**src/hdl/mrs_pkg.sv**
```systemverilog
`timescale 1ns / 1ps
// ----------------------------------------------------------------------------
// mrs_pkg
// Shared codes and types of the minimal-residual solver.
// ----------------------------------------------------------------------------
package mrs_pkg;

  localparam int FRAC_BITS = 16;

  // Item kinds on the input channel.
  localparam logic [1:0] KIND_MATRIX = 2'd0;
  localparam logic [1:0] KIND_RHS    = 2'd1;
  localparam logic [1:0] KIND_X      = 2'd2;
  localparam logic [1:0] KIND_START  = 2'd3;

  // Configuration register indexes (byte address 4 * index).
  localparam logic [1:0] REG_SIZE  = 2'd0;
  localparam logic [1:0] REG_TOL   = 2'd1;
  localparam logic [1:0] REG_LIMIT = 2'd2;

  // Controls of one vector cell.
  typedef struct packed {
    logic shift;
    logic wr_x;
    logic wr_b;
    logic wr_y;
    logic wr_p;
  } cell_ctl_t;

endpackage

```
**src/hdl/mrs_div.sv**
```systemverilog
`timescale 1ns / 1ps
// ----------------------------------------------------------------------------
// mrs_div
// Restoring unsigned divider, one quotient bit per cycle.
// ----------------------------------------------------------------------------
module mrs_div
  import mrs_pkg::*;
#(
  parameter int NUM_W = 88,
  parameter int DEN_W = 72
) (
  input  logic             clk_i,
  input  logic             rst_ni,
  input  logic             start_i,
  input  logic [NUM_W-1:0] num_i,
  input  logic [DEN_W-1:0] den_i,
  output logic             done_o,
  output logic [NUM_W-1:0] quo_o
);

  localparam int CW = $clog2(NUM_W + 1);

  logic             busy_q, done_q;
  logic [CW-1:0]    cnt_q;
  logic [DEN_W-1:0] rem_q, den_q;
  logic [NUM_W-1:0] quo_q;
  logic [DEN_W:0]   rem_sh, rem_sub;
  logic             fits;

  always_comb begin
    rem_sh  = {rem_q, quo_q[NUM_W-1]};
    rem_sub = rem_sh - {1'b0, den_q};
    fits    = rem_sh >= {1'b0, den_q};
  end

  always_ff @(posedge clk_i or negedge rst_ni) begin
    if (!rst_ni) begin
      busy_q <= 1'b0;
      done_q <= 1'b0;
      cnt_q  <= '0;
    end else begin
      done_q <= 1'b0;
      if (start_i) begin
        busy_q <= 1'b1;
        cnt_q  <= CW'(NUM_W);
      end else if (busy_q) begin
        cnt_q <= cnt_q - 1'b1;
        if (cnt_q == CW'(1)) begin
          busy_q <= 1'b0;
          done_q <= 1'b1;
        end
      end
    end
  end

  always_ff @(posedge clk_i) begin
    if (start_i) begin
      quo_q <= num_i;
      rem_q <= '0;
      den_q <= den_i;
    end else if (busy_q) begin
      // The remainder stays below the divisor, so it fits DEN_W bits.
      rem_q <= fits ? rem_sub[DEN_W-1:0] : rem_sh[DEN_W-1:0];
      quo_q <= {quo_q[NUM_W-2:0], fits};
    end
  end

  assign done_o = done_q;
  assign quo_o  = quo_q;

endmodule

```
**config.mk**
```make
export PLATFORM = sky130hd
export DESIGN_NAME = mrs_div
export DESIGN_NICKNAME = d
export VERILOG_FILES = /design/src/hdl/mrs_pkg.sv /design/src/hdl/mrs_div.sv
export SDC_FILE = /design/constraint.sdc
export NUM_CORES = 1
export LEC_CHECK = 0
export BUFFER_PORTS_ARGS = -buffer_cell sky130_fd_sc_hd__buf_2
export CAP_MARGIN = 20
export CORE_MARGIN = 2
export CORE_UTILIZATION = 40
export DETAILED_ROUTE_END_ITERATION = 12
export MAX_ROUTING_LAYER = met4
export PLACE_DENSITY = 0.66
export SYNTH_ARGS = -nofsm -noshare
export SYNTH_HDL_FRONTEND = slang
export SYNTH_SLANG_ARGS = --single-unit
```
**constraint.sdc**
```tcl
create_clock -name clk_i -period 10 [get_ports clk_i]
set_clock_uncertainty 0.1 [all_clocks]
set_input_delay 1 -clock clk_i [delete_from_list [all_inputs] [get_ports clk_i]]
set_output_delay 1 -clock clk_i [all_outputs]
set_load 0.05 [all_outputs]
```
-- Yosys cells after proc, flatten, opt, wreduce, memory -nomap -nowiden
Index checks and enable logic that the tools add are counted.
- flip-flop bits (word level): 241
- latch bits: 0
- bits in writable memories: 0
- ROM bits: 0
- input port bits: 163
- output and inout port bits: 89
- word-level logic and storage cells: 22
- memories kept: 0
- add/sub/neg operators: 2
- $mul: 0
- divide/modulo/power cells: 0
- $lt $le $gt $ge: 1
- equality and inequality tests: 1
- shift-type cells: 0
- mux-type cells: 11
- bitwise logic cells: 0
- reduce and logical (&&, ||, !) cells: 1
- operator list (cell ; number):
    $mux 88 ; 2
    $ge 73x72->1 ; 1
    $mux 72 ; 1
    $sub 72x72->72 ; 1
    $mux 7 ; 2
    $eq 7x1->1 const B ; 1
    $sub 7x1->7 const B ; 1
    $mux 1 ; 6
    $reduce_bool 2->1 ; 1

-- Logic depth before layout (Yosys ltp)
- depth in word-level cells: 4
- depth in mapped cells: 16
- gate-level depth less buffers: 13

-- Worst setup path after synthesis
No wires, ideal clock.
- path kind: input-to-reg
- start point: input port start_i
- end point: register quo_q[0] (netlist: quo_o[0]), enable pin
- setup time: 0.441 ns
- arrival time: 3.327 ns
- data required time: 9.459 ns
- slack: 6.132 ns
- stages: 4
- buffers on the path: 2
- cell sequence: clkbuf_1 nor2_1 clkbuf_1 inv_1
- word-level cells in the longest chain between the ends: 1
- ends and longest elaborated chain (element ; line ; RTL):
    from (decl) ; mrs_div.sv:14 ; input logic start_i,
    $reduce_bool 2->1 (no source line) ; - ;
    to (signal assigned) ; mrs_div.sv:58 ; quo_q <= num_i;
    to (signal assigned) ; mrs_div.sv:64 ; quo_q <= {quo_q[NUM_W-2:0], fits};
    to (decl) ; mrs_div.sv:26 ; logic [NUM_W-1:0] quo_q;
Every way passes these cells.
A chain may end at the register's enable or synchronous reset.

-- Worst setup path in the final report
- start point: register rem_q[24]
- end point: register rem_q[71]
- word-level cells in the longest chain between the ends: 2
- elaborated cells between the ends (all ways): 3
- those cells by class: add/sub: 1; order compare: 1; mux: 1
- ends and longest elaborated chain (element ; line ; RTL):
    from (decl) ; mrs_div.sv:25 ; logic [DEN_W-1:0] rem_q, den_q;
    from (signal assigned) ; mrs_div.sv:63 ; rem_q <= fits ? rem_sub[DEN_W-1:0] : rem_sh[DEN_W-1:0];
    $sub 72x72->72 or $ge 73x72->1 (tied branches) ; mrs_div.sv:32, mrs_div.sv:33 ;
    $mux 72 * ; mrs_div.sv:63 ;
Mark *: on every way between the ends. The rest lies on a longest branch, timed or not.

==> metrics.cfg <==
[route]
wl_um=40600
drt_first_pass_iters=5
vias_per_cell=5.56
drt_iter0_drc=1038
drc=0
via_count=12100
final_antenna_net_count=0
wl_per_cell_um=18.6

[timing]
hold_violations=0
fin_crit_sh=0.439
slew-limit-headroom=0.263
finalCriticalPeriod_ns=4.39
fin_setup_tns_ns=0
fmax_mhz=228
whs_ns=0.168
worst_pin_slew_ns=1.10
rsz0062_at_grt=false
slew_viol_final=0
finalSetupViolCount=0

[global_routing]
grt_pass1_vias=11800
grt-ovfl-total=0
grt_max_degree=107
grt_pass1_wl_um=63300
antenna_found_initial=6
grt_usage=0.215

[pwr]
power.total_uw=2640
p_switching_uw=758
p_clk_frac=0.393
intPower_uw=1880
p_comb_frac=0.162
pwr-share-seq=0.445
irDropWorstVdd_mv=0.148
powerDensity_nw_per_um2=157
leakage_uw=0.00728
p_sw_frac=0.288

[cts]
clk_path_buf_depth=3
cts.sinks=241
root_buffer=clkbuf_16
cts_buffers=29
insertion_delay_ns=0.58
cts_resized=0
cts-htree-levels=1
cts_tree=yes
postCtsSetupBuffers=0
cts_hold_buf=0
clk_pin_slew_ns=0.07

[yosys]
synth_edf_count=160
synth_top_area_frac=0.334
synth.distinct_cells=78
synth_flop_cell=edfxtp_1
ys_warn_count=0
synthTopCellsByArea=edfxtp_1, dfxtp_1, mux2_2
async_flop_share=0.0373
syn-num-nets=1731
syn_avg_cell_area_um2=9.63
syn_inst=1493
ys_seq_elements=241
synth_area_um2=14400
yosysSeqAreaShare=0.450
yosysTopAreaCell=edfxtp_1

[critical_path]
worstSetupPathType=flop to flop
required_ns=10.36
reg2reg_depth=12
critPathMaxFanout=48
endpoint=rem_q[71]
critPathLaunch=rem_q[24]
reg2reg_to=rem_q[71]
start_kind=flop
end_kind=flop
r2r_slack_ns=5.61
reg2reg_from=rem_q[24]
cp.arrival_ns=4.76

[outcome]
status=finished, final reports clean

[final_layout]
drive_gt1_frac=0.242
area_growth_pct=17.2
nets=1929

[floorplanning]
pin_count=252
fp.dieW_um=194
start_util=0.405
core_area_um2=35500
dieArea_um2=37500
die_h_um=194
rows=69

[placement]
place_congestion=0.961
dp_hpwl_um=29700
portBuffers=251

[job]
drv_cap=0

[min_path]
min_path_type=input port to async pin

-- synthesized netlist by cell type (all sizes together), types with 12 or more instances --
master  count
o21a       14
a21oi     113
mux2       89
nand3      17
a311oi     38
nor3       30
a21o       37
nor2      130
xnor2      35
inv        98
nand4      37
a211oi     12
dfxtp      72
clkbuf     62
ha         74
nand2     175
edfxtp    160
o21bai     14
buf        31
o21ai      69
xor2       24
-- through the flow --
step / utilization / worst slack [ns] / area [um^2] / instances
global route: 0.475 / 5.21 / 16800 / 2181
floorplan: - / 6.13 / 14400 / 1493
CTS: 0.474 / 5.61 / 16800 / 2175
detailed placement: 0.448 / 5.63 / 15900 / 2121
global placement: 0.448 / 5.71 / 15900 / 2121
finish: 0.475 / 5.61 / 16800 / 2181
-- state kept, by name, summed over array words and instances, names as in the netlist --
name    cells
den_q      72
cnt_q       7
done_o      1
rem_q      72
quo_o      88
busy_q      1
-- power groups by stage --
| stage | clock [uW] | combinational [uW] | sequential (uW) |
|---|---|---|---|
| floorplan | 0 | 167 | 1320 |
| global placement | 0 | 422 | 1190 |
| detailed placement | 0 | 426 | 1190 |
| CTS | 1070 | 427 | 1170 |
| global route | 1110 | 456 | 1180 |
| finish | 1040 | 427 | 1170 |
-- logic make-up after synthesis --
family	after synthesis	share of synthesized area
muxes	96	0.0746
AOI/OAI and AO/OA	379	0.175
xor gates and xnor gates	59	0.0359
adders and majority gates	75	0.0658
buffers and inverters	191	0.0538
DFF	241	0.450
and+or+nand+nor	452	0.145
-- cells in the final DEF (no fill, tap or decap), types with 30 or more instances in the layout --
master / n
inv_1: 97
buf_2: 250
nand4_1: 36
a311oi_1: 38
nor2_1: 129
a21oi_1: 113
nand2_1: 174
clkbuf_16: 30
xnor2_1: 35
mux2_2: 89
edfxtp_1: 160
ha_1: 74
o21ai_0: 65
dfxtp_1: 72
a21o_1: 37
-- cell type report --
type / instances / area, um^2
Inverter: 98 / 369
Clock buffer: 40 / 828
Sequential cell: 241 / 6470
Timing Repair Buffer: 260 / 1330
Antenna cell: 6 / 15.0
Tap cell: 461 / 577
Clock inverter: 14 / 114
Multi-Input combinational cell: 1061 / 7140
Fill cell: 3316 / 18600
-- per-layer routing --
metal / global-route usage / part of all wire / vias to the layer above
met1: 0.270 / 0.43 / 5715
li1: - / - / 5864
met4: 0.0766 / 0.034 / 0
met3: 0.0486 / 0.071 / 77
met2: 0.340 / 0.47 / 478
met5: - / 0 / -
-- critical path, stage by stage (launching register included) --
cell	delay, ns
dfxtp_1	0.34
ha_1	0.43
nand4_1	0.21
nor3_1	0.51
nand4_1	0.14
o21ai_0	0.32
nor2_1	0.09
o2bb2ai_1	0.20
nor2_4	0.54
buf_4	0.57
nand2_1	0.29
a2111o_1	0.43
o311ai_0	0.09
-- how the worst min path moves through the flow --
stage / from / endpoint / slack, ns / cells after the start
floorplan: rem_q[46] / rem_q[46] / 0.35 / 2
global placement: rem_q[1] / rem_q[1] / 0.38 / 2
detailed placement: rem_q[38] / rem_q[38] / 0.38 / 2
CTS: rst_ni / done_o / 0.15 / 1
global route: rst_ni / cnt_q[1] / 0.16 / 1
finish: rst_ni / cnt_q[2] / 0.17 / 1
Note: power is estimated with default switching activity, not from simulation.
