<file path="src/hdl/mrs_pkg.sv">
`timescale 1ns / 1ps
// ----------------------------------------------------------------------------
// mrs_pkg
// Shared codes and types of the minimal-residual solver.
// ----------------------------------------------------------------------------
package mrs_pkg;

  localparam int FRAC_BITS = 16;

  // Item kinds on the input channel.
  localparam logic [1:0] KIND_MATRIX = 2'd0;
  localparam logic [1:0] KIND_RHS    = 2'd1;
  localparam logic [1:0] KIND_X      = 2'd2;
  localparam logic [1:0] KIND_START  = 2'd3;

  // Configuration register indexes (byte address 4 * index).
  localparam logic [1:0] REG_SIZE  = 2'd0;
  localparam logic [1:0] REG_TOL   = 2'd1;
  localparam logic [1:0] REG_LIMIT = 2'd2;

  // Controls of one vector cell.
  typedef struct packed {
    logic shift;
    logic wr_x;
    logic wr_b;
    logic wr_y;
    logic wr_p;
  } cell_ctl_t;

endpackage

</file>
<file path="src/hdl/mrs_mac.sv">
`timescale 1ns / 1ps
// ----------------------------------------------------------------------------
// mrs_mac
// Pipelined multiply-accumulate: operand stage, product stage, accumulator.
// ----------------------------------------------------------------------------
module mrs_mac
  import mrs_pkg::*;
#(
  parameter int VALUE_BITS = 32,
  parameter int ACC_W      = 72
) (
  input  logic                           clk_i,
  input  logic                           rst_ni,
  input  logic                           clr_i,
  input  logic                           en_i,
  input  logic signed [VALUE_BITS-1:0]   a_i,
  input  logic signed [VALUE_BITS-1:0]   b_i,
  output logic signed [ACC_W-1:0]        acc_o,
  output logic signed [2*VALUE_BITS-1:0] prod_o
);

  logic signed [VALUE_BITS-1:0]   a_q, b_q;
  logic signed [2*VALUE_BITS-1:0] prod_q;
  logic signed [ACC_W-1:0]        acc_q;
  logic                           v1_q, v2_q;

  always_ff @(posedge clk_i or negedge rst_ni) begin
    if (!rst_ni) begin
      v1_q <= 1'b0;
      v2_q <= 1'b0;
    end else begin
      v1_q <= en_i;
      v2_q <= v1_q;
    end
  end

  always_ff @(posedge clk_i) begin
    a_q    <= a_i;
    b_q    <= b_i;
    prod_q <= a_q * b_q;
    if (clr_i) begin
      acc_q <= '0;
    end else if (v2_q) begin
      acc_q <= acc_q + ACC_W'(prod_q);
    end
  end

  assign acc_o  = acc_q;
  assign prod_o = prod_q;

endmodule

</file>
<file path="config.mk">
export PLATFORM = sky130hd
export DESIGN_NAME = mrs_mac
export DESIGN_NICKNAME = d
export VERILOG_FILES = /design/src/hdl/mrs_pkg.sv /design/src/hdl/mrs_mac.sv
export SDC_FILE = /design/constraint.sdc
export NUM_CORES = 2
export LEC_CHECK = 0
export ABC_CLOCK_PERIOD_IN_PS = 9600
export BUFFER_PORTS_ARGS = -buffer_cell sky130_fd_sc_hd__buf_2
export CAP_MARGIN = 20
export CORE_ASPECT_RATIO = 1.1
export CORE_UTILIZATION = 65
export CTS_BUF_LIST = sky130_fd_sc_hd__clkbuf_8
export DETAILED_ROUTE_END_ITERATION = 16
export GPL_TIMING_DRIVEN = 0
export HOLD_SLACK_MARGIN = 0.05
export PLACE_DENSITY = 0.9
export SLEW_MARGIN = 20
export SYNTH_ARGS = -nofsm -noshare
export SYNTH_HDL_FRONTEND = slang
export SYNTH_SLANG_ARGS = --single-unit
</file>
<file path="constraint.sdc">
create_clock -name clk_i -period 9.6 [get_ports clk_i]
set_input_delay 0.96 -clock clk_i [delete_from_list [all_inputs] [get_ports clk_i]]
set_output_delay 0.96 -clock clk_i [all_outputs]
set_load 0.005 [all_outputs]
</file>
Yosys cells after proc, flatten, opt, wreduce, memory -nomap -nowiden
Index checks and enable logic that the tools add are counted.

Output and inout port bits: 136. Input bits: 68. Flip-flop bits (word level): 202.

$mul: 1. Add/sub/neg operators: 1.

Operators with widths (number): adder 72 x 64 -> 72 bit (1); multiplier 32 x 32 -> 64 bit (1).

Longest topological paths before layout
Word-level depth: 1. Gate-level depth with buffers: 30. Mapped depth without buffers: 28.

Worst setup path before layout
OpenSTA, ideal clock, no wires.

Path kind: reg2reg. From: register b_q[2]. To: register prod_q[63], in the netlist prod_o[63]. Required time: 9.472 ns. Setup slack: 1.844 ns. Data arrival time: 7.628 ns. Setup time: 0.128 ns. Cell stages (with the launch flop): 25. Buffers on the path: 1. Cell sequence: dfxtp_1 clkbuf_1 nand2_1 inv_1 fa_1 fa_1 fa_1 fa_1 inv_1 fa_1 inv_1 fa_1 inv_1 fa_1 inv_1 fa_1 ha_1 a21o_1 a21o_1 a21o_1 a21o_1 a2111o_1 o22ai_1 mux2i_1 nand4_1.

Longest elaborated chain between the ends: 1.

RTL lines: start: declaration (line mrs_mac.sv:22) `logic signed [VALUE_BITS-1:0] a_q, b_q;`; start signal: assignment (line mrs_mac.sv:39) `b_q <= b_i;`; multiplier 32 x 32 -> 64 bit (line mrs_mac.sv:40) `prod_q <= a_q * b_q;`; end signal: assignment (line mrs_mac.sv:40); end: declaration (line mrs_mac.sv:23) `logic signed [2*VALUE_BITS-1:0] prod_q;`.

Every way passes these cells. A chain may end at the register's enable or synchronous reset.

Final worst setup path
From: register a_q[21]. To: register prod_q[63], in the netlist prod_o[63].

Longest elaborated chain between the ends: 1.

RTL lines: start: declaration (line mrs_mac.sv:22); start signal: assignment (line mrs_mac.sv:38) `a_q <= a_i;`; multiplier 32 x 32 -> 64 bit (line mrs_mac.sv:40).

Every way passes these cells.

==> impl.org <==
** Clock tree
- Hold repair after CTS inserted 0 buffers.
- Clock tree synthesis inserted a total of 37 buffers.
- Clock tree buffer depth :: 3
- Insertion delay of the later-clocked pin in the worst-skew pair :: 690 ps
- Once the clock tree was built, the resizer swapped 0 gates to a different size.
- CTS tree :: yes
- The number of setup buffers added after CTS is 0.
- H-tree levels :: 2
- The root buffer cell chosen for the clock tree is clkbuf_8.
- Number of clock sinks :: 202
- Clock-pin slew reported for the worst setup and hold paths after clock tree synthesis :: 60 ps

** Die
- For this design the top-level I/O count stands at between 200 and 250.
- The die is roughly 280 µm tall.
- For this configuration, the core starts out at a cell density of 0.656.
- In this run the standard cell core region covers 69000 µm².
- The floorplan step defined a die boundary enclosing 70700 µm².
- Measured along the x axis, the die boundary spans 254 µm.
- Row generation in the floorplan step produced 101 rows.

** Synth
- Count of synthesis-stage warnings from yosys :: 0
- Of all flip-flops after synthesis, the portion carrying an async set or reset was 0.00990.
- In the synthesized netlist, the number of instances is around 4800.
- Number of enable flip-flop cells after synthesis :: 0
- Number of unique standard cell types used by synthesis :: 73
- Of the synthesized area, sequential elements account for 0.0896.
- Syn Nets :: 6240
- Sorting the synthesized cells by area gives the leading types as fa_1 48%, dfxtp_1 8.8%, inv_1 8.2%, and2_1 7.2%, ha_1 7.0%.
- Averaged over all synthesized cells, the footprint is between 9 and 10 µm².
- In this run the cell area of the synthesized design comes to roughly 45000 µm².
- By instance count, the leading cell after synthesis is fa_1.
- Share of the synthesized area in the top cell type :: 0.479
- Ranking of synthesized cells by instance count :: 1083 x fa_1, 994 x inv_1, 575 x nand2_1
- In this run, synthesis produced a sequential element count of just over 200.
- Main flop type after synthesis :: dfxtp_1
- fa_1 takes more of the synthesized area than any other cell.

** Critical path
- Required time of the worst setup path :: 10070 ps
- The worst setup path is of the reg -> reg kind.
- Critical path data arrival time :: 9850 ps
- The worst setup path is launched from a register.
- Highest fanout seen on the critical path :: 10
- STA classifies the critical path endpoint as a register.

** Status
- Status :: finished, final reports clean

** GRT
- Number of antenna violations at the first check in global routing :: 22
- For this run, the total global-route usage over all layers was measured as 0.452.
- For this run, global-route usage on met3 was measured as 0.147.
- In this run the most used layer during global routing was met2.
- Largest net degree at the start of global routing :: 20
- Wire length of the first global-routing pass :: 230 mm
- Via count of the first global-routing pass :: 39015
- For met1 alone, demand over resource in global routing was 0.519.
- For this run, global-route usage on met2 was measured as 0.674.
- The total overflow left after global routing is 0.

** Routing
- Number of vias per cell after detailed routing :: 6.17
- Residual antenna-violating net count after detailed routing :: 0
- Via count :: around 37000
- For this run, the detailed router's first-pass iteration total came to 7.
- For this block, the routed nets add up to 154 mm of wire.
- For this run, design rule violations remaining after detail routing come to 0.
- DR WL/cell :: 25.6 µm
- Iteration-0 DRC Markers :: 4251

** Timing
- Fraction of the cycle the final worst path needs :: 0.977
- In the final timing run, aggregate negative setup slack is 0 ps.
- RSZ-0062 raised after global routing :: false
- Final setup violating endpoints :: 0
- For the pin with the worst max-slew slack, the measured transition is approximately 1300 ps.
- Clock skew :: 95.8 ps
- In this run the tightest slew margin relative to its limit is 0.142.
- Based on the critical path, the design can be clocked at up to approximately 110 MHz.
- Final number of max-transition violations :: 0
- Final Hold Viols :: 0
- Post-layout minimum cycle time :: 9380 ps

** Flow run
- MaxCap Viol Count :: 0

** Finish
- Final non-filler cell area :: 48300 µm²
- Nets :: approximately 6500
- Relative area change from synthesis to final layout :: 6.67%
- In the final layout, the share of cells above drive strength 1 is 0.0574.

** Placed design
- Standard cell area after detailed placement :: 47400 µm²
- At the end of routability-driven placement, the weighted congestion stood at 1.10.
- # port buffers :: 203
- Post-DP HPWL :: 126 mm

** Worst hold path
- Path class of the lowest-slack min-delay path :: in -> async
-- state kept, by name (all words and copies together), names as in the netlist --
register / flops
a_q: 32
v2_q: 1
b_q: 32
v1_q: 1
acc_o: 72
prod_o: 64
-- path summary, 6_finish.rpt --
kind | startpoint | to | slack [ps] | cells past startpoint
max reg2reg | a_q[21] | prod_o[63] | 220 | 23
max in group asynchronous | rst_ni | v1_q | 9380 | 1
max | a_q[21] | prod_o[63] | 220 | 23
min | rst_ni | v2_q | 120 | 1
min reg2reg | v1_q | v2_q | 360 | 0
min in group clk_i | v1_q | v2_q | 360 | 0
-- critical path, stage by stage (launching register included) --
cell and delay [ps]:
dfxtp_1 520, clkbuf_1 850, nand2_1 180, fa_1 570, fa_1 440, fa_1 590, fa_1 610, inv_1 60
fa_1 490, fa_1 530, fa_1 610, fa_1 510, ha_1 400, a21oi_1 280, o21ai_0 140, a2111oi_0 470
nor2_1 130, a211oi_1 390, a21oi_1 230, o21ai_0 360, a21oi_1 150, o22ai_1 290, mux2i_1 220, nand4_1 130
-- placed cells by master, fill, tap and decap left out, types with 8 or more instances in the layout --
master    netlist  layout
and3_1         15      15
clkbuf_8        0      45
nand4_1        36      36
buf_2           0     203
diode_2         0      12
nand2_1       575     575
xnor2_1        85      85
xor2_1         44      44
or3_1           8       8
a31o_2          9       9
nand3_1        32      32
a31oi_1        17      16
clkbuf_1      251     245
and2_1        519     519
o211ai_1       12      12
nor2b_1        39      39
nand2b_1       15      15
nor2_1        125     125
a211oi_1       21      21
a21o_1         88      88
inv_1         994    1003
fa_1         1083    1082
mux2i_1        37      37
a21oi_1       139     139
nor3_1         15      15
o21bai_1       30      30
o21ai_0        77      77
dfxtp_1       200     200
ha_1          255     255
-- cells by family (layout without fill, tap and decap cells) --
group / count (synthesis) / after routing / synth area share
AOI/OAI and AO/OA: 467 / 467 / 0.0673
xor gates and xnor gates: 129 / 129 / 0.0250
adders and majority gates: 1338 / 1338 / 0.550
buffers and inverters: 1251 / 1520 / 0.104
DFF: 202 / 202 / 0.0896
muxes: 40 / 40 / 0.00901
other: 0 / 12 / 0
and+or+nand+nor: 1407 / 1407 / 0.155
-- through the flow --
step / util / std cells / setup slack, ps / hold WS [ps]
finish: 0.700 / 6042 / 218 / 124
global route: 0.699 / 6033 / 22.7 / 118
CTS: 0.699 / 6030 / 367 / 111
detailed placement: 0.687 / 5964 / 440 / 347
global placement: 0.687 / 5964 / 571 / 336
floorplan: - / 4834 / 1840 / 331
-- per-layer routing --
metal | vias to the layer above | routed length (µm)
met4 | 14 | 18200
met1 | 18488 | 48900
met5 | - | 139
li1 | 14989 | -
met3 | 1037 | 19700
met2 | 2737 | 67500
-- cell type report --
class,instances,area [µm²]
diodes,12,30.0
plain buffers,257,1000
clock buffers,45,619
clock inverters,21,163
fillers,5214,20700
inverters,994,3730
multi-input cells,3381,36500
flip-flops and latches,202,4050
well taps,927,1160
repair buffers,203,1020
Power is not shown: default switching activity piles up to over one toggle a cycle in this logic, so the estimate is an artifact.
