### src/hdl/mrs_pkg.sv
`timescale 1ns / 1ps
// ----------------------------------------------------------------------------
// mrs_pkg
// Shared codes and types of the minimal-residual solver.
// ----------------------------------------------------------------------------
package mrs_pkg;

  localparam int FRAC_BITS = 16;

  // Item kinds on the input channel.
  localparam logic [1:0] KIND_MATRIX = 2'd0;
  localparam logic [1:0] KIND_RHS    = 2'd1;
  localparam logic [1:0] KIND_X      = 2'd2;
  localparam logic [1:0] KIND_START  = 2'd3;

  // Configuration register indexes (byte address 4 * index).
  localparam logic [1:0] REG_SIZE  = 2'd0;
  localparam logic [1:0] REG_TOL   = 2'd1;
  localparam logic [1:0] REG_LIMIT = 2'd2;

  // Controls of one vector cell.
  typedef struct packed {
    logic shift;
    logic wr_x;
    logic wr_b;
    logic wr_y;
    logic wr_p;
  } cell_ctl_t;

endpackage

### src/hdl/mrs_cell.sv
`timescale 1ns / 1ps
// ----------------------------------------------------------------------------
// mrs_cell
// One element of the vector ring: holds x, b, y and Ay of one index.
// ----------------------------------------------------------------------------
module mrs_cell
  import mrs_pkg::*;
#(
  parameter int VALUE_BITS = 32
) (
  input  logic                         clk_i,
  input  cell_ctl_t                    ctl_i,
  input  logic signed [VALUE_BITS-1:0] nx_i,
  input  logic signed [VALUE_BITS-1:0] nb_i,
  input  logic signed [VALUE_BITS-1:0] ny_i,
  input  logic signed [VALUE_BITS-1:0] np_i,
  input  logic signed [VALUE_BITS-1:0] wr_data_i,
  output logic signed [VALUE_BITS-1:0] x_o,
  output logic signed [VALUE_BITS-1:0] b_o,
  output logic signed [VALUE_BITS-1:0] y_o,
  output logic signed [VALUE_BITS-1:0] p_o
);

  logic signed [VALUE_BITS-1:0] x_q, b_q, y_q, p_q;

  always_ff @(posedge clk_i) begin
    if (ctl_i.shift) begin
      x_q <= nx_i;
      b_q <= nb_i;
      y_q <= ny_i;
      p_q <= np_i;
    end else begin
      if (ctl_i.wr_x) x_q <= wr_data_i;
      if (ctl_i.wr_b) b_q <= wr_data_i;
      if (ctl_i.wr_y) y_q <= wr_data_i;
      if (ctl_i.wr_p) p_q <= wr_data_i;
    end
  end

  assign x_o = x_q;
  assign b_o = b_q;
  assign y_o = y_q;
  assign p_o = p_q;

endmodule

### config.mk
export PLATFORM = sky130hd
export DESIGN_NAME = mrs_cell
export DESIGN_NICKNAME = d
export VERILOG_FILES = /design/src/hdl/mrs_pkg.sv /design/src/hdl/mrs_cell.sv
export SDC_FILE = /design/constraint.sdc
export NUM_CORES = 1
export LEC_CHECK = 0
export ABC_AREA = 1
export BUFFER_PORTS_ARGS = -buffer_cell sky130_fd_sc_hd__clkbuf_2
export CORE_ASPECT_RATIO = 1.2
export CORE_MARGIN = 8
export CORE_UTILIZATION = 40
export CTS_CLUSTER_DIAMETER = 200
export DETAILED_ROUTE_END_ITERATION = 7
export GPL_TIMING_DRIVEN = 1
export PLACE_DENSITY = 0.76
export SYNTH_ARGS = -nofsm -noshare
export SYNTH_HDL_FRONTEND = slang
export SYNTH_SLANG_ARGS = --single-unit
### constraint.sdc
create_clock -name clk_i -period 1.4 [get_ports clk_i]
set_input_delay 0.42 -clock clk_i [delete_from_list [all_inputs] [get_ports clk_i]]
set_output_delay 0.42 -clock clk_i [all_outputs]
set_load 0.01 [all_outputs]
; ---- After elaboration in Yosys (flattened, before gate mapping)
; Index checks and enable logic that the tools add are counted.
[op_classes]
reduce_logical = 4
muxes = 8
eq_ne = 0
add_sub_neg = 0
mul = 0
div_mod_pow = 0
n_bitwise = 0
n_shift = 0
magnitude_cmp = 0
[ops]
columns = operator, count
row1 = $mux 32, 8
row2 = $reduce_bool 2->1, 4
[totals]
input_bits = 166
rom_bits = 0
latch_bits = 0
ram_bits = 0
n_memories = 0
reg_bits = 128

; ---- Depth between registers and ports, before layout
; Gate-level depths: netlist of run 1.
[depth]
ltp_word = 2
ltp_mapped = 5

; ---- Worst setup path after synthesis of run 1
; No wires, ideal clock.
[synth_path]
kind = input-to-reg
from = in ctl_i[4] (netlist bit)
to = reg p_q[0], in the netlist p_o[0], enable pin
required_time_ps = 1071
n_path_buf = 2
path_slack_ps = -133
arrival_ps = 1203
stages = 3
path_cell_list = buf_4 buf_6 or2_2
[synth_between]
elab_chain_len = 1
[synth_rtl]
columns = element, line
row1 = start: declaration, mrs_cell.sv:12  ; input cell_ctl_t ctl_i,
row2 = $reduce_bool 2->1 (no line), -
row3 = end signal: assignment, mrs_cell.sv:31  ; p_q <= np_i;
row4 = end signal: assignment, mrs_cell.sv:36  ; if (ctl_i.wr_p) p_q <= wr_data_i;
row5 = end: declaration, mrs_cell.sv:24  ; logic signed [VALUE_BITS-1:0] x_q, b_q, y_q, p_q;
; Every way passes these cells.
; A chain may end at the register's enable or synchronous reset.

; ---- Worst setup path in the final report of run 1
[layout_path]
from = reg x_q[24], in the netlist x_o[24]
to = out x_o[24]
[layout_lines]
columns = element, line
row1 = start: declaration, mrs_cell.sv:24
row2 = start signal: assignment, mrs_cell.sv:28  ; x_q <= nx_i;
row3 = start signal: assignment, mrs_cell.sv:33  ; if (ctl_i.wr_x) x_q <= wr_data_i;
row4 = end: declaration, mrs_cell.sv:18  ; output logic signed [VALUE_BITS-1:0] x_o,
; No word-level cell between the ends.

==> results of run 1 <==
[through the flow]
stage | hold WS (ps) | utilization [%] | instance area, µm² | power [mW] | instances
global route | 272 | 59.8 | 7500 | 11.3 | 925
global placement | 690 | 54.8 | 6890 | 6.33 | 894
floorplan | 603 | - | 5090 | 5.49 | 439
CTS | 263 | 59.8 | 7500 | 11.0 | 925
finish | 287 | 59.8 | 7500 | 10.8 | 925
detailed placement | 694 | 54.8 | 6890 | 6.37 | 894
[synthesized netlist by cell type]
| library cell | instances |
|---|---|
| inv_2 | 1 |
| edfxtp_1 | 128 |
| nand2_1 | 288 |
| buf_4 | 12 |
| buf_6 | 2 |
| or2_2 | 4 |
| buf_2 | 4 |
[layout make-up]
type | instances | area [µm²] | share of cell area, %
clock buffer | 18 | 429 | 5.72
tap | 164 | 205 | 2.74
sequential | 128 | 3840 | 51.2
inverter | 1 | 3.75 | 0.0500
timing repair buffer | 309 | 1730 | 23.0
clock inverter | 13 | 188 | 2.50
multi-input combinational | 292 | 1110 | 14.7
[power groups by stage]
stage / clock (mW) / combinational [mW] / sequential, mW
floorplan: 0 / 0.352 / 5.14
global placement: 0 / 1.43 / 4.90
detailed placement: 0 / 1.45 / 4.92
CTS: 4.67 / 1.46 / 4.84
global route: 4.82 / 1.56 / 4.87
finish: 4.57 / 1.43 / 4.84
[worst max path at each step]
| stage | depth (start not counted) | to | slack [ps] |
|---|---|---|---|
| CTS | 1 | x_o[24] | 6 |
| global placement | 3 | b_o[15] | 40 |
| detailed placement | 3 | b_o[15] | 20 |
| floorplan | 3 | p_o[0] | -130 |
| finish | 1 | x_o[24] | 40 |
| global route | 1 | x_o[24] | -20 |
[flip-flops by register name, indices dropped and copies added, names as in the netlist]
register  count
x_o          32
p_o          32
y_o          32
b_o          32
[cell families (layout without fill, tap and decap cells)]
kind of cell           count (synthesis)  in the layout  synth area share, %
AND/OR/NAND/NOR                      292            292                 21.7
buffers and inverters                 19            341                 2.68
flip-flops                           128            128                 75.6
[metal layers]
layer | routed length (µm) | share of wire, %
met2 | 8540 | 53
met5 | 0 | 0
met4 | 280 | 1.7
met3 | 1290 | 8.0
met1 | 6020 | 37
[timing repair]
action	CTS	global route
endpoints found under the setup margin	0	5
buffers inserted	0	0
resized for setup	0	2
==> key figures, run 1 <==
Setup path
  • Critical Path Start: x_o[24]
  • CP arrival: 940 ps
  • CP Cell Sequence: clkbuf_2
  • Slowest cell delay on critical path: 390 ps
  • Top delay family on crit path: flip-flops
  • CP Capture Type: output port
  • Buf/Inv on CP: 1
  • Critical Path Start Type: flop
  • Crit Path Max Fanout: 1
  • Worst Path Required: 980 ps
  • WS Path Type: reg -> out
  • CP max stage cell: edfxtp_1

Placement
  • Hpwl dp: 12.7 mm
  • Placer Congestion: 0.859
  • Placement Setup Slack: 23.7 ps
  • PortBufs: 293

Pwr
  • Clock power share: 42.2%
  • Internal: 8.28 mW
  • Worst vdd ir: 894 µV
  • Sw power: 2.56 mW
  • Power Density: 1450 mW/mm²
  • Combinational share of power: 13.2%
  • Switching fraction of total power: 23.6%
  • Seq pwr share: 44.6%
  • Pleak: 3.90 nW

Clocking
  • CTS sink count: 128
  • Clk slew on worst S/H paths: 50 ps
  • Num CTS Buffers: 17
  • Clock Path Buffers: 2
  • Htree depth: 4
  • Hold_buf cts: 0
  • Clock Tree Root: clkbuf_16
  • CTS tree: built

Global routing
  • Pin count of the biggest net entering global routing: 62
  • Tot GR Track Use: 19.3%
  • First-pass GRT wire length: 24.4 mm
  • Gr busiest metal: met2
  • Total gr overflow: 0
  • M3 GR Usage: 7.20%
  • Initial antenna violation count: 0
  • Met1 usage: 20.8%
  • M2 GR Usage: 33.8%
  • Vias in the first global route: 4527

Flow run
  • # Max-Cap Violations: 0

Hold path
  • Hold WC Path Type: in -> reg
  • Hold Path Depth: 3
  • HP Start: nx_i[25]
  • Hold path endpoint: x_o[25]

Floorplanning
  • Die X-Extent: 119 µm
  • CORE AREA: 0.0126 mm²
  • # IOs: 294
  • Initial Util: 40.5%
  • Std-Cell Rows: 45
  • Die Y: 140 µm
  • Area of the die: 0.0166 mm²

Finish
  • Share of cells above drive strength 1: 45.1%
  • Final net count: 915
  • Layout area overhead: 47.5%
  • Most common cell after layout, fill and taps aside: clkbuf_2
  • Most frequent cells in the layout: clkbuf_2 (290), nand2_1 (288), edfxtp_1 (128), clkbuf_16 (17), buf_12 (11)
  • Number of fill cells: 1078
  • Ant. Diodes: 0

Outcome
  • Status: completed

STA
  • # setup viols final: 0
  • Final hold viol count: 0
  • Fin worst setup slack: 36.1 ps
  • Tightest Pin Transition: 277 ps
  • Slew headroom: 81.5%
  • Period utilization: 97.4%
  • RSZ-0062 raised after global routing: true
  • Fmax: 733 MHz
  • Final Critical Period: 1360 ps
  • Slew Viols, Final: 0
  • Post-route setup TNS: 0 ps

Detailed routing
  • Vias per cell: 4.64
  • Routed WL: 16.1 mm
  • # DRC: 0
  • Iteration-0 DRC Markers: 300
  • Routed via count: 4295
  • WL/cell: 17.4 µm
  • Post-route ant nets: 0
  • DR pass1 iterations: 5

Synth
  • Syn Nets: 605
  • Synth Instances: 439
  • Syn. warnings: 0
  • Post-synthesis sequential area ratio: 75.6%
  • Synth top area share: 75.6%
  • Synth Cell Area: 0.00509 mm²
  • Synthesized area per cell: 11.6 µm²
  • Synth area leader: edfxtp_1
  • Synth cell types: 7
  • Top post-synthesis cells by area: edfxtp_1 (76%), nand2_1 (21%), buf_4 (1.8%), or2_2 (0.49%), buf_6 (0.44%)
  • Post-synthesis register bit count: 128
(Power assumes the default switching activity.)
==> run 2: changes to the inputs <==
--- a/config.mk
+++ b/config.mk
@@ -7,13 +7,17 @@
 export LEC_CHECK = 0
 export ABC_AREA = 1
 export BUFFER_PORTS_ARGS = -buffer_cell sky130_fd_sc_hd__clkbuf_2
+export CELL_PAD_IN_SITES_DETAIL_PLACEMENT = 2
+export CELL_PAD_IN_SITES_GLOBAL_PLACEMENT = 2
 export CORE_ASPECT_RATIO = 1.2
 export CORE_MARGIN = 8
-export CORE_UTILIZATION = 40
+export CORE_UTILIZATION = 23
 export CTS_CLUSTER_DIAMETER = 200
+export CTS_CLUSTER_SIZE = 30
 export DETAILED_ROUTE_END_ITERATION = 7
 export GPL_TIMING_DRIVEN = 1
-export PLACE_DENSITY = 0.76
+export PLACE_DENSITY = 0.75
+export SLEW_MARGIN = 10
 export SYNTH_ARGS = -nofsm -noshare
 export SYNTH_HDL_FRONTEND = slang
 export SYNTH_SLANG_ARGS = --single-unit
==> run 2 against run 1 <==
Maximum frequency down 0.88%. Largest cell class unchanged. Combinational power up 3%. Critical path type unchanged. Critical endpoint is now b_o[7]. Count of clock-buffer cells in the layout down 1. Total power down 0.45%. Wire length up 25%. Worst setup slack worse by 12 ps.
==> key figures, run 2 (same netlist as run 1, synthesis figures left out) <==
Global routing
  • Vias in the first global route: 4998
  • Tot GR Track Use: 14.7%
  • Initial antenna violation count: 2
  • Pin count of the biggest net entering global routing: 53
  • First-pass GRT wire length: 29.1 mm
  • Total gr overflow: 0

Clocking
  • Num CTS Buffers: 17
  • CTS sink count: 128
  • Htree depth: 4
  • CTS tree: built
  • Clock Tree Root: clkbuf_16
  • Hold_buf cts: 0
  • Clock Path Buffers: 2
  • Clk slew on worst S/H paths: 60 ps

Hold path
  • Hold Path Depth: 3
  • HP Start: nx_i[16]
  • Hold WC Path Type: in -> reg
  • Hold path endpoint: x_o[16]

Pwr
  • Internal: 8.10 mW
  • Pleak: 3.89 nW
  • Worst vdd ir: 751 µV
  • Sw power: 2.70 mW
  • Combinational share of power: 13.6%
  • Clock power share: 41.6%
  • Power Density: 1420 mW/mm²
  • Switching fraction of total power: 25.0%
  • Seq pwr share: 44.7%

STA
  • RSZ-0062 raised after global routing: true
  • Tightest Pin Transition: 551 ps
  • Slew headroom: 63.3%
  • Period utilization: 98.3%
  • Final Critical Period: 1380 ps
  • # setup viols final: 0
  • Fin worst setup slack: 24.0 ps
  • Min Hold Slack: 279 ps
  • Final hold viol count: 0
  • Slew Viols, Final: 0
  • Fmax: 727 MHz

Finish
  • Layout area overhead: 49.7%
  • Most frequent cells in the layout: nand2_1 (288), clkbuf_2 (286), edfxtp_1 (128), clkbuf_16 (17), buf_12 (10)
  • Number of fill cells: 2467
  • Final net count: 915
  • Most common cell after layout, fill and taps aside: nand2_1
  • Seq. cell area: 0.00384 mm²
  • Multi-input logic area: 0.00111 mm²
  • Share of cells above drive strength 1: 45.3%
  • Final core utilization: 35.1%
  • Fin area: 0.00761 mm²
  • Fin cells: 1036

Placement
  • DP Cell Count: 1004
  • Hpwl dp: 15.8 mm
  • Placed Area: 0.00701 mm²
  • Placement Setup Slack: -42.0 ps
  • Placer Congestion: 0.741
  • PortBufs: 293

Setup path
  • Buf/Inv on CP: 1
  • CP max stage cell: edfxtp_1
  • Top delay family on crit path: flip-flops
  • Critical Path Start Type: flop
  • CP arrival: 960 ps
  • CP Capture Type: output port
  • Critical path depth: 1
  • WS Path Type: reg -> out
  • Slowest cell delay on critical path: 390 ps
  • Crit Path Max Fanout: 1
  • Worst Path Required: 980 ps
  • CP Cell Sequence: clkbuf_2

Outcome
  • Status: completed

Detailed routing
  • Iteration-0 DRC Markers: 155
  • WL/cell: 19.5 µm
  • Vias per cell: 4.23
  • Routed WL: 20.2 mm
  • Post-route ant nets: 0
  • # DRC: 0
  • Routed via count: 4385
  • DR pass1 iterations: 4

Floorplanning
  • Area of the die: 0.0271 mm²
  • Std-Cell Rows: 59
  • Die X-Extent: 152 µm
  • # IOs: 294
  • Initial Util: 23.4%
  • CORE AREA: 0.0217 mm²
  • Die Y: 179 µm

Flow run
  • # Max-Cap Violations: 0
[run 2: power groups by stage]
stage	sequential, mW	clock [mW]	combinational [mW]
floorplan	5.14	0	0.352
global placement	4.89	0	1.48
detailed placement	4.92	0	1.51
CTS	4.84	4.63	1.52
global route	4.88	4.78	1.62
finish	4.83	4.49	1.47
[run 2: tightest hold or removal path: cells and delay by family]
kind                   cells  cell delay, ps
and+or+nand+nor            2              90
buffers and inverters      1              80
[run 2: routing by layer]
metal / global-route usage, % / routed length [µm]
met5: 0 / 21
met4: 5.93 / 449
met3: 5.51 / 1880
met2: 26.2 / 10600
met1: 15.1 / 7230
[run 2: layout make-up]
cell class | count | area share, %
diodes | 1 | 0.0329
clock buffers | 17 | 5.59
clock inverters | 14 | 2.22
inverters | 1 | 0.0493
multi-input cells | 292 | 14.5
flip-flops and latches | 128 | 50.5
well taps | 274 | 4.50
repair buffers | 309 | 22.6
[run 2: timing repair]
item                       in CTS  in global routing
pin swaps                       0                  0
buffers inserted                0                  0
gates resized for setup         0                  8
cloned                          0                  0
setup endpoints to repair       3                 21
[run 2: worst max-delay path by stage]
stage | slack [ps] | end | from
final | 20 | b_o[7] | b_o[7]
after global routing | -30 | p_o[0] | p_o[0]
after CTS | -20 | p_o[19] | p_o[19]
after detailed placement | -40 | p_o[20] | ctl_i[4]
after floorplan | -130 | p_o[0] | ctl_i[4]
after global placement | -20 | p_o[20] | ctl_i[4]
[run 2: per-stage QoR]
step | setup TNS [ps] | total power, mW
floorplan | -16950 | 5.49
global placement | -15.0 | 6.37
detailed placement | -202 | 6.43
CTS | -40.0 | 11.0
global route | -180 | 11.3
finish | 0 | 10.8
